`config.mk`:
```
export PLATFORM = sky130hd
export DESIGN_NAME = periodic_event_task_scheduler
export DESIGN_NICKNAME = d
export VERILOG_FILES = /design/src/pets_pkg.sv /design/src/periodic_event_task_scheduler.sv
export SDC_FILE = /design/constraint.sdc
export NUM_CORES = 1
export LEC_CHECK = 0
export BUFFER_PORTS_ARGS = -buffer_cell sky130_fd_sc_hd__buf_2
export CAP_MARGIN = 20
export CELL_PAD_IN_SITES_DETAIL_PLACEMENT = 1
export CELL_PAD_IN_SITES_GLOBAL_PLACEMENT = 2
export CORE_MARGIN = 2
export CORE_UTILIZATION = 50
export CTS_CLUSTER_DIAMETER = 60
export DETAILED_ROUTE_END_ITERATION = 12
export PLACE_DENSITY = 0.88
export SLEW_MARGIN = 15
export SYNTH_ARGS = -nofsm -noshare
export SYNTH_HDL_FRONTEND = slang
export SYNTH_SLANG_ARGS = --single-unit
```
`constraint.sdc`:
```
create_clock -name clk -period 7.28 [get_ports clk]
set_clock_uncertainty 0.1 [all_clocks]
set_input_delay 1.092 -clock clk [delete_from_list [all_inputs] [get_ports clk]]
set_output_delay 1.092 -clock clk [all_outputs]
set_load 0.05 [all_outputs]
```
`src/pets_pkg.sv`:
```
`timescale 1ns / 1ps
// ----------------------------------------------------------------------------
// pets_pkg
// Request codes, result codes and the task table entry of the periodic
// event task scheduler.
// ----------------------------------------------------------------------------
package pets_pkg;

	localparam logic [1:0] REQ_ADD   = 2'd0;
	localparam logic [1:0] REQ_TICK  = 2'd1;
	localparam logic [1:0] REQ_CHECK = 2'd2;

	localparam logic [1:0] KIND_ADD   = 2'd0;
	localparam logic [1:0] KIND_FIRED = 2'd1;
	localparam logic [1:0] KIND_DONE  = 2'd2;

	// Event bit that requests reinitialization after reset.
	localparam logic [15:0] INIT_MASK_RESET = 16'h0001;

	// One task table entry as it is kept in memory.
	typedef struct packed {
		logic [31:0] due_time;
		logic [15:0] period;
		logic [15:0] trigger_mask;
	} entry_t;

endpackage

```
`src/periodic_event_task_scheduler.sv`:
```
`timescale 1ns / 1ps
// ----------------------------------------------------------------------------
// periodic_event_task_scheduler
// Cooperative periodic task scheduler with a tick counter and a task table
// held in a synchronous memory.
// ----------------------------------------------------------------------------
//
// Channel   | Handshake                     | Payload
// ----------+-------------------------------+-----------------------------------
// request   | start, accepted when !busy    | req_type, task_interval,
//           |                               | task_event_mask, pending_events
// result    | result_valid, one-cycle strobe| result_kind, task_index,
//           |                               | fired_by_event, table_full,
//           |                               | reinit_request, last
// config    | cfg_we, no wait               | cfg_wdata (init_event_mask)
//
// An add or a half-tick word is taken and busy stays low; the
// add response follows on the next cycle. A check holds busy while the
// table is walked, and an empty table gives only the closing result: the walk
// reads one table entry per cycle from the single memory read port, the
// entry is judged in the following cycle and written back if it fired on time, and
// the closing result follows the last entry.
// Reset is asynchronous and clears the tick counter, the task count and the
// control state; the table memory is not cleared, since only entries below
// the task count are ever read. The receiver cannot stall the result strobe.
//
module periodic_event_task_scheduler #(
	parameter int MAX_TASKS = 16
) (
	input  logic        clk,
	input  logic        arst_n,
	// Request channel.
	input  logic        start,
	output logic        busy,
	input  logic [1:0]  req_type,
	input  logic [15:0] task_interval,
	input  logic [15:0] task_event_mask,
	input  logic [15:0] pending_events,
	// Result channel.
	output logic        result_valid,
	output logic [1:0]  result_kind,
	output logic [3:0]  task_index,
	output logic        fired_by_event,
	output logic        table_full,
	output logic        reinit_request,
	output logic        last,
	// Configuration register init_event_mask.
	input  logic        cfg_we,
	input  logic [15:0] cfg_wdata
);

	// The count must hold MAX_TASKS itself; a table index only has to reach
	// MAX_TASKS - 1.
	localparam int CNT_W = $clog2(MAX_TASKS + 1);
	localparam int IDX_W = (MAX_TASKS > 1) ? $clog2(MAX_TASKS) : 1;

	localparam logic [1:0] ST_IDLE  = 2'd0;
	localparam logic [1:0] ST_CHECK = 2'd1;

	// Control and scheduler state.
	logic [1:0]       state_q;
	logic [31:0]      tick_q;
	logic             half_q;
	logic [CNT_W-1:0] count_q;
	logic [15:0]      init_mask_q;
	logic [15:0]      events_q;
	logic [CNT_W-1:0] rd_q;

	// Judge stage: the entry read in the previous cycle.
	logic             v_s1;
	logic [IDX_W-1:0] idx_s1;
	pets_pkg::entry_t rdata_s1;

	// Task table.
	pets_pkg::entry_t mem [MAX_TASKS];

	// Result register.
	logic             result_valid_q;
	logic [1:0]       result_kind_q;
	logic [3:0]       task_index_q;
	logic             fired_by_event_q;
	logic             table_full_q;
	logic             reinit_request_q;
	logic             last_q;

	logic             accept;
	logic             is_full;
	logic             rd_more;
	logic             due_hit;
	logic             ev_hit;
	logic             walk_done;
	logic             mem_we;
	logic [IDX_W-1:0] mem_waddr;
	pets_pkg::entry_t mem_wdata;
	logic [IDX_W+3:0] idx_ext;
	logic [IDX_W+3:0] slot_ext;

	logic             res_v;
	logic [1:0]       res_kind;
	logic [3:0]       res_idx;
	logic             res_ev;
	logic             res_full;
	logic             res_reinit;
	logic             res_last;

	assign busy    = (state_q != ST_IDLE);
	assign accept  = start && !busy;
	assign is_full = (count_q >= CNT_W'(MAX_TASKS));
	assign rd_more = (rd_q < count_q);

	// On-time test is an unsigned compare; an event hit needs a shared bit.
	assign due_hit   = (tick_q >= rdata_s1.due_time);
	assign ev_hit    = (rdata_s1.trigger_mask != 16'd0) &&
	                   ((rdata_s1.trigger_mask & events_q) != 16'd0);
	assign walk_done = !rd_more && !v_s1;

	// Task indexes are reported modulo sixteen.
	assign idx_ext  = {4'd0, idx_s1};
	assign slot_ext = {4'd0, count_q[IDX_W-1:0]};

	// The single write port serves an add while idle and the due time
	// write-back during a walk; the two never meet. The walk writes entry
	// idx_s1 while it reads a later one, so no forwarding is needed.
	always_comb begin
		mem_we    = 1'b0;
		mem_waddr = count_q[IDX_W-1:0];
		mem_wdata = rdata_s1;
		if (accept && (req_type == pets_pkg::REQ_ADD) && !is_full) begin
			mem_we                 = 1'b1;
			mem_wdata.due_time     = tick_q + {16'd0, task_interval};
			mem_wdata.period       = task_interval;
			mem_wdata.trigger_mask = task_event_mask;
		end else if ((state_q == ST_CHECK) && v_s1 && due_hit) begin
			mem_we             = 1'b1;
			mem_waddr          = idx_s1;
			mem_wdata.due_time = rdata_s1.due_time + {16'd0, rdata_s1.period};
		end
	end

	// Next result word, at most one source per cycle.
	always_comb begin
		res_v      = 1'b0;
		res_kind   = pets_pkg::KIND_ADD;
		res_idx    = 4'd0;
		res_ev     = 1'b0;
		res_full   = 1'b0;
		res_reinit = 1'b0;
		res_last   = 1'b0;
		if (accept && (req_type == pets_pkg::REQ_ADD)) begin
			res_v    = 1'b1;
			res_full = is_full;
			res_idx  = is_full ? 4'd0 : slot_ext[3:0];
			res_last = 1'b1;
		end else if (state_q == ST_CHECK) begin
			if (v_s1 && (due_hit || ev_hit)) begin
				res_v    = 1'b1;
				res_kind = pets_pkg::KIND_FIRED;
				res_idx  = idx_ext[3:0];
				res_ev   = !due_hit;
			end else if (walk_done) begin
				res_v      = 1'b1;
				res_kind   = pets_pkg::KIND_DONE;
				res_reinit = ((events_q & init_mask_q) != 16'd0);
				res_last   = 1'b1;
			end
		end
	end

	// Table memory: one write port, one registered read port.
	always_ff @(posedge clk) begin
		if (mem_we) begin
			mem[mem_waddr] <= mem_wdata;
		end
		if ((state_q == ST_CHECK) && rd_more) begin
			rdata_s1 <= mem[rd_q[IDX_W-1:0]];
			idx_s1   <= rd_q[IDX_W-1:0];
		end
	end

	// Result payload needs no reset.
	always_ff @(posedge clk) begin
		result_kind_q    <= res_kind;
		task_index_q     <= res_idx;
		fired_by_event_q <= res_ev;
		table_full_q     <= res_full;
		reinit_request_q <= res_reinit;
		last_q           <= res_last;
	end

	always_ff @(posedge clk or negedge arst_n) begin
		if (!arst_n) begin
			state_q        <= ST_IDLE;
			tick_q         <= 32'd0;
			half_q         <= 1'b0;
			count_q        <= '0;
			init_mask_q    <= pets_pkg::INIT_MASK_RESET;
			events_q       <= 16'd0;
			rd_q           <= '0;
			v_s1           <= 1'b0;
			result_valid_q <= 1'b0;
		end else begin
			result_valid_q <= res_v;
			if (cfg_we) begin
				init_mask_q <= cfg_wdata;
			end
			unique case (state_q)
				ST_IDLE: begin
					if (accept) begin
						unique case (req_type)
							pets_pkg::REQ_ADD: begin
								if (!is_full) begin
									count_q <= count_q + CNT_W'(1);
								end
							end
							pets_pkg::REQ_TICK: begin
								// Two half-ticks make one tick.
								half_q <= !half_q;
								if (half_q) begin
									tick_q <= tick_q + 32'd1;
								end
							end
							pets_pkg::REQ_CHECK: begin
								state_q  <= ST_CHECK;
								events_q <= pending_events;
								rd_q     <= '0;
								v_s1     <= 1'b0;
							end
							default: begin
							end
						endcase
					end
				end
				ST_CHECK: begin
					v_s1 <= rd_more;
					if (rd_more) begin
						rd_q <= rd_q + CNT_W'(1);
					end
					if (walk_done) begin
						state_q <= ST_IDLE;
					end
				end
				default: begin
					state_q <= ST_IDLE;
				end
			endcase
		end
	end

	assign result_valid   = result_valid_q;
	assign result_kind    = result_kind_q;
	assign task_index     = task_index_q;
	assign fired_by_event = fired_by_event_q;
	assign table_full     = table_full_q;
	assign reinit_request = reinit_request_q;
	assign last           = last_q;

`ifndef ASSERT_OFF
	// The task count never passes the table size.
	a_count_bound: assert property (@(posedge clk) disable iff (!arst_n)
		count_q <= CNT_W'(MAX_TASKS))
		else $error("task count exceeds table size");

	// Every accepted add answers on the next cycle.
	a_add_resp: assert property (@(posedge clk) disable iff (!arst_n)
		accept && (req_type == pets_pkg::REQ_ADD) |=>
		result_valid && (result_kind == pets_pkg::KIND_ADD) && last)
		else $error("add response missing");

	// A check makes the block busy on the next cycle.
	a_check_busy: assert property (@(posedge clk) disable iff (!arst_n)
		accept && (req_type == pets_pkg::REQ_CHECK) |=> busy)
		else $error("check did not start a walk");

	// The closing result leaves the block idle.
	a_done_idle: assert property (@(posedge clk) disable iff (!arst_n)
		result_valid && (result_kind == pets_pkg::KIND_DONE) |-> !busy && last)
		else $error("closing result while still walking");
`endif

endmodule

```
* Yosys cells after proc, flatten, opt, wreduce, memory -nomap -nowiden *
Memory sizes are Yosys's and may differ from the RTL's. A register that Yosys moved wholly into a read port is not among the register bits.
Index checks and enable logic that the tools add are counted.

word-level totals
  memories = 1
  logic and storage cells = 105
  flip-flop bits (word level) = 93
  output and inout bits = 12
  RAM bits = 1,024
  input port bits = 70

cells by class
  magnitude comparators = 3
  bitwise logic cells = 6
  eq/ne operators = 7
  $add $sub $neg = 5
  mux-type cells = 32
  reductions and logical operators = 34

memories
  name  depth  bits a word  rd ports  clocked after Yosys merged registers in  write ports  RTL line                             RTL
  mem   16     64           1         1                                        1            periodic_event_task_scheduler.sv:75  pets_pkg::entry_t mem [MAX_TASKS];

operators with widths
  cell                                                       number
  2-to-1 mux 32 bit                                          3
  adder 32 x 16 -> 32 bit                                    2
  nonzero test 16 bit                                        3
  adder 32 x 1 -> 32 bit (second input constant)             1
  bitwise AND 16 bit                                         2
  greater-or-equal comparator 32 bit                         1
  2-to-1 mux 4 bit                                           6
  2-to-1 mux 5 bit                                           3
  2-to-1 mux 1 bit                                           13
  AND reduction 3 bit                                        4
  AND reduction 4 bit                                        3
  adder 5 x 1 -> 5 bit (second input constant)               2
  one-hot mux 5 bit (2 select lines)                         1
  logical AND 1 bit                                          9
  2-to-1 mux 2 bit                                           4
  zero test 1 bit                                            6
  inequality test 2 bit (second input constant)              3
  OR reduction 3 bit                                         2
  greater-or-equal comparator 5 bit (second input constant)  1
  less-than comparator 5 bit                                 1
  equality test 2 x 1 -> 1 bit (second input constant)       2
  zero test 2 bit                                            2
  NOT 1 bit                                                  4
  one-hot mux 2 bit (2 select lines)                         1
  7 further kinds                                            8

* Logic depth before layout (Yosys ltp) *
Gate-level depths: netlist of the first run.

  depth in word-level cells = 8
  mapped depth = 12
  gate-level depth less buffers = 11

* Least setup slack after synthesis of the first run *
Ideal clock, no wire load.

  path type = input to register
  start = in start
  end = mem mem[12][0] (netlist name), enable pin
  arrival time = 5,109 ps
  required time = 6,686 ps
  library setup time = 494 ps
  path slack = 1,577 ps
  path buffers = 2
  cell stages on the path = 8
  path through = nand2b_1 -> or3_1 -> clkbuf_1 -> nand2b_1 -> clkbuf_1 -> nor3_1 -> nor2_1 -> nor2b_1

on the way
  word-level cells in the longest chain between the ends = 6
  elaborated cells on any way between the ends = 7
  those cells by class = mux: 4; reduce/logical: 3

RTL lines
  item                                    RTL line                              RTL
  start, declared                         periodic_event_task_scheduler.sv:33   input logic start,
  logical AND 1 bit (*)                   periodic_event_task_scheduler.sv:107  assign accept = start && !busy;
  logical AND 1 bit (*) (2 in series)     periodic_event_task_scheduler.sv:128  if (accept && (req_type == pets_pkg::REQ_ADD) && !is_full) begin
  2-to-1 mux 1 bit                        periodic_event_task_scheduler.sv:128
  2-to-1 mux 1 bit                        periodic_event_task_scheduler.sv:171  if (mem_we) begin
  2-to-1 mux 1 bit (not written as such)  periodic_event_task_scheduler.sv:172  mem[mem_waddr] <= mem_wdata;
  end, declared                           periodic_event_task_scheduler.sv:75

Every way passes the cells marked *; elsewhere a longest branch is shown, timed or not.

* Worst setup path after layout of the first run *
  start = reg tick_q[19]
  end = mem mem[2][11] (netlist name), enable pin

on the way
  word-level cells in the longest chain between the ends = 6
  elaborated cells on any way between the ends = 8
  those cells by class = order compare: 1; mux: 6; reduce/logical: 1

RTL lines
  item                                    RTL line                              RTL
  start, declared                         periodic_event_task_scheduler.sv:62   logic [31:0] tick_q;
  start signal, assigned                  periodic_event_task_scheduler.sv:219  tick_q <= tick_q + 32'd1;
  greater-or-equal comparator 32 bit (*)  periodic_event_task_scheduler.sv:112  assign due_hit = (tick_q >= rdata_s1.due_time);
  logical AND 1 bit (*)                   periodic_event_task_scheduler.sv:133  end else if ((state_q == ST_CHECK) && v_s1 && due_hit) begin
  2-to-1 mux 1 bit                        periodic_event_task_scheduler.sv:133
  2-to-1 mux 1 bit                        periodic_event_task_scheduler.sv:128
  2-to-1 mux 1 bit                        periodic_event_task_scheduler.sv:171
  2-to-1 mux 1 bit (not written as such)  periodic_event_task_scheduler.sv:172

Marked as above.

==> qor.txt, run 1 <==
Status: completed
Initial Util: 0.5050
RSZ-0062 raised after global routing: no
Core area: 0.09515 mm^2
Syn_nets: 2561
Via/cell ratio: 6.335
CP max FO: 27
Yosys cell types: 75
Nets: 2715
Pre-CTS setup slack: 2298 ps
Number of max-cap violations: 0
Yosys top cell area share: 0.6825
Power consumption: 0.02126 W
Die area: 0.09859 mm^2
Setup violators final: 0
Multi-input logic area: 0.01266 mm^2
Register area share after synthesis: 0.7273
Final Hold Vio Count: 0
PwrDens: 392.7 mW/mm^2
Die H: 314.0 um
Clk sinks: 1180
WL per Instance: 31.45 um
DRT Wirelength: 123800 um
Vias in the first global route: 26500
Class of the most critical setup path: reg -> reg
IO Count: 82
Post-Route Setup TNS: 0 ps
Fin crit share: 0.6541
RePlAce Congestion: 0.8945
Synthesized area: 0.04805 mm^2
Antenna Nets Post-Route: 0
H-tree depth: 3
Worst hold path class: in -> async
Resized cells post-CTS: 0
DP HPWL: 72400 um
CTS tree: done
Clock latency on the worst-skew pair: 720 ps
Synth area leader: edfxtp_1
Max-Slew Margin vs Limit: 0.2581
Main synth FF type: edfxtp_1
Worst Setup Start Kind: register
CTS Buffer Depth: 3
Syn Inst Count: 2417
WP data required: 7560 ps
Hold buffers post-CTS: 0
Initial antenna violation count: 2
Fin Hold WS: 186.8 ps
Register area: 0.03496 mm^2
Area growth, synth to finish: 12.69%
Largest net degree at the start of global routing: 91
CP arrival: 5040 ps
Crit. End Element: register
Pre-antenna DRT Iters: 5
Share of cells above drive strength 1: 0.2736
Syn. warnings: 0
Final WS setup: 2518 ps
# rows: 113
Total GRT Usage: 0.2551
Fmax: 210.0 MHz
Async S/R FF share, synth: 0.06610
Initial drt markers: 2627
P_leak: 17.98 nW
CTS clk-pin slew, worst paths: 60 ps
Port-buffer cells: 81
First-pass GRT wire length: 181800 um
Via Count: 24930
Tmin final: 4762 ps
Worst-Margin Slew: 1113 ps
DRC: 0
Fillcell total: 8190
Die X: 314.0 um
Max Slew Vio Count: 0
Root Buffer: clkbuf_16
Total gr overflow: 0
Avg Cell Area, Syn: 19.88 um^2
FF+latch count, synth: 1180
Ranking of synthesized cells by area: edfxtp_1 68%, mux4_2 15%, dfrtp_1 4.0%
Post-synth EDFFs: 1092
VDD IR max: 0.2956 mV
Num CTS Buffers: 116
# Post-CTS Setup Buffers: 0
-- power by group --
group	internal (W)	switching [W]	total [W]	leakage, nW
Combinational	0.00243	0.00332	0.00575	5.19
Sequential	0.00881	0.000710	0.00952	10.9
Clock	0.00341	0.00259	0.00600	1.87
-- routing by layer --
metal | track usage | wire length (um) | share of wire
met5 | 0 | 0 | 0
met1 | 0.3540 | 49050 | 0.40
met3 | 0.05079 | 10770 | 0.087
met2 | 0.4097 | 60000 | 0.48
met4 | 0.08612 | 3945 | 0.032
-- critical path, stage by stage (launching register included) --
cell and delay, ps:
dfrtp_1 460, ha_1 360, a21oi_1 160, o21ai_0 120, a221oi_1 490, nand2_1 210
o21ai_2 390, buf_4 480, nor3_1 100, a31oi_1 720, nor2_4 380, buf_4 450
-- cells by family after synthesis --
| family | count (synthesis) | share of synthesized area |
|---|---|---|
| adder cells (fa/ha/maj) | 74 | 0.01958 |
| XOR/XNOR | 90 | 0.01641 |
| AO/OA/AOI/OAI | 177 | 0.02586 |
| flip-flops | 1180 | 0.7273 |
| multiplexers | 365 | 0.1602 |
| buffers and inverters | 162 | 0.01357 |
| AND/OR/NAND/NOR | 369 | 0.03706 |
-- cell usage after synthesis, drive strengths merged, types with 3 or more instances --
cell type,number
a211oi,11
a21o,13
a21oi,39
a221oi,7
a22o,5
a22oi,8
and2,12
and3,13
and4,4
buf,43
clkbuf,55
dfrtp,77
dfxtp,10
edfxtp,1092
ha,72
inv,64
mux2,33
mux2i,12
mux4,320
nand2,173
nand2b,10
nand3,30
nand3b,4
nand4,17
nor2,47
nor2b,5
nor3,28
nor4,12
o211ai,3
o21a,9
o21ai,40
o21bai,5
o221ai,12
o22ai,3
o31ai,4
or3,7
xnor2,56
xor2,34
-- layout by cell type (no fill, tap or decap), types with 28 or more instances in the layout --
cell / count
clkbuf_16: 117
nand2_1: 172
mux2_2: 33
nand3_1: 29
ha_1: 72
xnor2_1: 56
nor3_1: 28
mux4_2: 320
a21oi_1: 35
xor2_1: 34
buf_2: 80
dfrtp_1: 73
edfxtp_1: 1092
o21ai_0: 32
inv_1: 64
nor2_1: 41
buf_4: 48
-- worst paths after layout --
check | start | slack (ps) | cells after the start | to
setup / recovery | tick_q[19] | 2520 | 11 | mem[2][11]
min in group clk | init_mask_q[4] | 410 | 1 | init_mask_q[4]
hold / removal | arst_n | 190 | 1 | tick_q[29]
setup reg to reg | tick_q[19] | 2520 | 11 | mem[2][11]
hold reg to reg | init_mask_q[4] | 410 | 1 | init_mask_q[4]
max in group asynchronous | arst_n | 5680 | 2 | rd_q[1]
-- flip-flops by register name, indices dropped and copies added, names as in the netlist, 2 cells and up --
register     count
tick_q          32
idx_s1           4
events_q        16
mem           1024
init_mask_q     16
rd_q             5
rdata_s1        64
result_kind      2
task_index       4
count_q          5
-- through the flow --
step | utilization | instance area, um^2 | instances
3_5_place_dp | 0.5274 | 50180 | 3715
2_1_floorplan | - | 48050 | 2417
5_1_grt | 0.5690 | 54140 | 3933
3_3_place_gp | 0.5269 | 50130 | 3711
6_report | 0.5691 | 54150 | 3935
4_1_cts | 0.5676 | 54010 | 3930
-- cell type report --
type,count,share of cell area
sequential,1180,0.6456
multi-input combinational,1075,0.2338
inverter,64,0.004437
clock buffer,139,0.05578
tap,1265,0.02923
clock inverter,76,0.01486
timing repair buffer,134,0.01618
antenna,2,0.00009243
No activity file was read; power rests on OpenSTA's default activity.
==> run 2: changes to the inputs <==
Settings changed: ABC_AREA set to 1, CORE_UTILIZATION 50 to 44, PLACE_DENSITY 0.88 to 0.87.
Clock period 7.28 ns to 4.8 ns, I/O delays scaled along.
==> qor.txt, run 2 <==
Initial antenna violation count: 9 (was 2)
Avg Cell Area, Syn: 12.25 um^2 (was 19.88 um^2)
Syn Inst Count: 4091 (was 2417)
RePlAce Congestion: 0.8560 (was 0.8945)
Largest net degree at the start of global routing: 128 (was 91)
Worst hold path class: in -> reg (was in -> async)
Clk sinks: 1180 (unchanged)
Die H: 341.5 um (was 314.0 um)
Number of flip-flops in the largest register: 1024 (unchanged)
Placed cell areas: 0.05278 mm^2 (was 0.05018 mm^2)
Yosys cell types: 52 (was 75)
Antenna Cells: 0 (was 2)
RSZ-0062 raised after global routing: no (unchanged)
FF-to-FF Start: rdata_s1[33] (was tick_q[19])
Setup violators final: 0 (unchanged)
Cell with the most instances after synthesis: edfxtp_1 (unchanged)
Area growth, synth to finish: 13.83% (was 12.69%)
IO Count: 82 (unchanged)
DP HPWL: 98710 um (was 72400 um)
Synthesized area: 0.05011 mm^2 (was 0.04805 mm^2)
H-tree depth: 4 (was 3)
Yosys top cell area share: 0.6544 (was 0.6825)
Post-synth EDFFs: 1092 (unchanged)
Post-synth top cells: 1092 x edfxtp_1, 660 x nor2_1, 633 x nand2_1 (was 1092 x edfxtp_1, 320 x mux4_2, 172 x nand2_1)
Root Buffer: clkbuf_16 (unchanged)
Main synth FF type: edfxtp_1 (unchanged)
Initial drt markers: 3308 (was 2627)
Total GRT Usage: 0.2656 (was 0.2551)
Num CTS Buffers: 131 (was 116)
Initial Util: 0.4448 (was 0.5050)
Worst Setup Start Kind: register (unchanged)
Vias in the first global route: 36170 (was 26500)
Core area: 0.1127 mm^2 (was 0.09515 mm^2)
# rows: 123 (was 113)
Design Area, Final: 0.05704 mm^2 (was 0.05415 mm^2)
CTS clk-pin slew, worst paths: 60 ps (about the same)
Worst Reg2Reg Path Length in Cells: 16 (was 11)
Top reg by flops: mem (unchanged)
Class of the most critical setup path: reg -> reg (unchanged)
Antenna Nets Post-Route: 0 (unchanged)
Via/cell ratio: 5.937 (was 6.335)
CP Capture Point: mem[0][17] (was mem[2][11])
Status: completed (unchanged)
Total gr overflow: 0 (unchanged)
Nets: 4323 (was 2715)
Fin util: 0.5063 (was 0.5691)
WP data required: 5080 ps (was 7560 ps)
DRT Wirelength: 154600 um (was 123800 um)
Crit path from: rdata_s1[33] (was tick_q[19])
Share of cells above drive strength 1: 0.09904 (was 0.2736)
Commonest non-fill, non-tap cell in the layout: edfxtp_1 (unchanged)
Die X: 341.5 um (was 314.0 um)
Max-Slew Margin vs Limit: 0.4066 (was 0.2581)
First-pass GRT wire length: 231800 um (was 181800 um)
WL per Instance: 26.75 um (was 31.45 um)
PwrDens: 724.9 mW/mm^2 (was 392.7 mW/mm^2)
Register area share after synthesis: 0.6974 (was 0.7273)
Via Count: 34320 (was 24930)
Fmax: 232.2 MHz (was 210.0 MHz)
Number of max-cap violations: 0 (unchanged)
Hold Crit Depth: 3
Crit. End Element: register (unchanged)
CTS Buffer Depth: 3 (unchanged)
Ranking of synthesized cells by area: edfxtp_1 65%, nor2_1 4.9%, nand2_1 4.7% (was edfxtp_1 68%, mux4_2 15%, dfrtp_1 4.0%)
Tmin final: 4306 ps (was 4762 ps)
R2r endpoint: mem[0][17] (was mem[2][11])
Fin Hold WS: 56.56 ps (was 186.8 ps)
P_leak: 20.19 nW (was 17.98 nW)
Reg-to-reg setup timing slack: 490 ps (was 2520 ps)
CTS tree: done (unchanged)
Pre-CTS setup slack: 541.2 ps (was 2298 ps)
FF+latch count, synth: 1180 (unchanged)
Max Slew Vio Count: 0 (unchanged)
CP max FO: 34 (was 27)
# Post-CTS Setup Buffers: 0 (unchanged)
Syn. warnings: 0 (unchanged)
Syn_nets: 4235 (was 2561)
Final Hold Vio Count: 0 (unchanged)
Worst-Margin Slew: 890.2 ps (was 1113 ps)
Top flop regs: mem x1024, rdata_s1 x64, tick_q x32 (unchanged)
Die area: 0.1166 mm^2 (was 0.09859 mm^2)
Async S/R FF share, synth: 0.06610 (unchanged)
Pre-antenna DRT Iters: 5 (unchanged)
Most frequent cells in the layout: 1092 x edfxtp_1, 643 x nor2_1, 633 x nand2_1 (was 1092 x edfxtp_1, 320 x mux4_2, 172 x nand2_1)
Post-Route Setup TNS: 0 ps (unchanged)
Clock latency on the worst-skew pair: 760 ps (was 720 ps)
DRC: 0 (unchanged)
Fin crit share: 0.8972 (was 0.6541)
CP arrival: 4580 ps (was 5040 ps)
VDD IR max: 0.4335 mV (was 0.2956 mV)
Synth area leader: edfxtp_1 (unchanged)
Port-buffer cells: 81 (unchanged)
Final WS setup: 493.7 ps (was 2518 ps)
## run 2: cell types whose count changed in the layout (fill, tap and decap cells not counted), moves of 35 or more
cell	previous run	this run
o32ai_1	0	149
xnor2_1	56	6
o21ai_0	32	329
nor2_1	41	643
nand3_1	29	193
o221ai_1	1	107
a21oi_1	35	70
mux4_2	320	0
o211ai_1	3	39
mux2i_1	3	107
nand2_1	172	633
inv_1	64	153
## run 2: cells by family after synthesis
family          count (synthesis)  share of synthesized area
simple gates                 1565                     0.1267
flops                        1180                     0.6974
compound gates                727                    0.09531
buf+inv                       380                    0.02974
mux                           118                    0.02385
fa+ha+maj                      74                    0.01878
xor+xnor                       47                   0.008215
## run 2: worst max-delay path, stage by stage (launching register included)
cell and delay, ps:
edfxtp_1 440, inv_1 160, ha_1 260, nand2_1 70, nand2_1 50, a21oi_1 190
nor2_1 60, nor2_1 80, nand2_1 150, nand2_1 230, nand2_2 110, nand2_1 530
nand2_1 130, nand2_1 160, nand3_1 370, nor2_4 240, buf_4 540
## run 2: report_power, final
| part | leakage [nW] | switching, W | internal, W | total (W) |
|---|---|---|---|---|
| Sequential | 11.0 | 0.000867 | 0.0153 | 0.0162 |
| Combinational | 7.18 | 0.0115 | 0.00369 | 0.0152 |
| Clock | 2.05 | 0.00424 | 0.00568 | 0.00992 |
## run 2: layout make-up
class                      instances  area (um^2)
fill                           11530        55610
sequential                      1180        34960
inverter                         160        614.3
multi-input combinational       2531        13810
clock inverter                    67        725.7
tap                             1500         1877
clock buffer                     168         3512
timing repair buffer             175         1541
## run 2: what timing repair did
| item | CTS | global route |
|---|---|---|
| endpoints found under the hold margin | 35 | 0 |
| gates resized for setup | 0 | 0 |
| hold buffers | 1 | 0 |
## run 2: how the worst min path moves through the flow
stage / from / to / slack, ps
floorplan: arst_n / count_q[0] / 320
global placement: init_mask_q[9] / init_mask_q[9] / 390
detailed placement: idx_s1[0] / task_index[0] / 390
CTS: cfg_wdata[14] / init_mask_q[14] / 20
global route: cfg_wdata[7] / init_mask_q[7] / 50
finish: cfg_wdata[14] / init_mask_q[14] / 60
## run 2: layer usage
metal,GRT usage,part of all wire,wire length (um)
met5,0,0.00034,53
met4,0.08499,0.028,4311
met3,0.03533,0.062,9521
met2,0.4536,0.50,76900
met1,0.3521,0.41,63840
## run 2: stage by stage
step                total power, W  instances
finish                     0.04135       5781
global route               0.04306       5781
CTS                        0.04132       5780
detailed placement         0.03130       5544
global placement           0.03067       5544
floorplan                  0.02456       4091
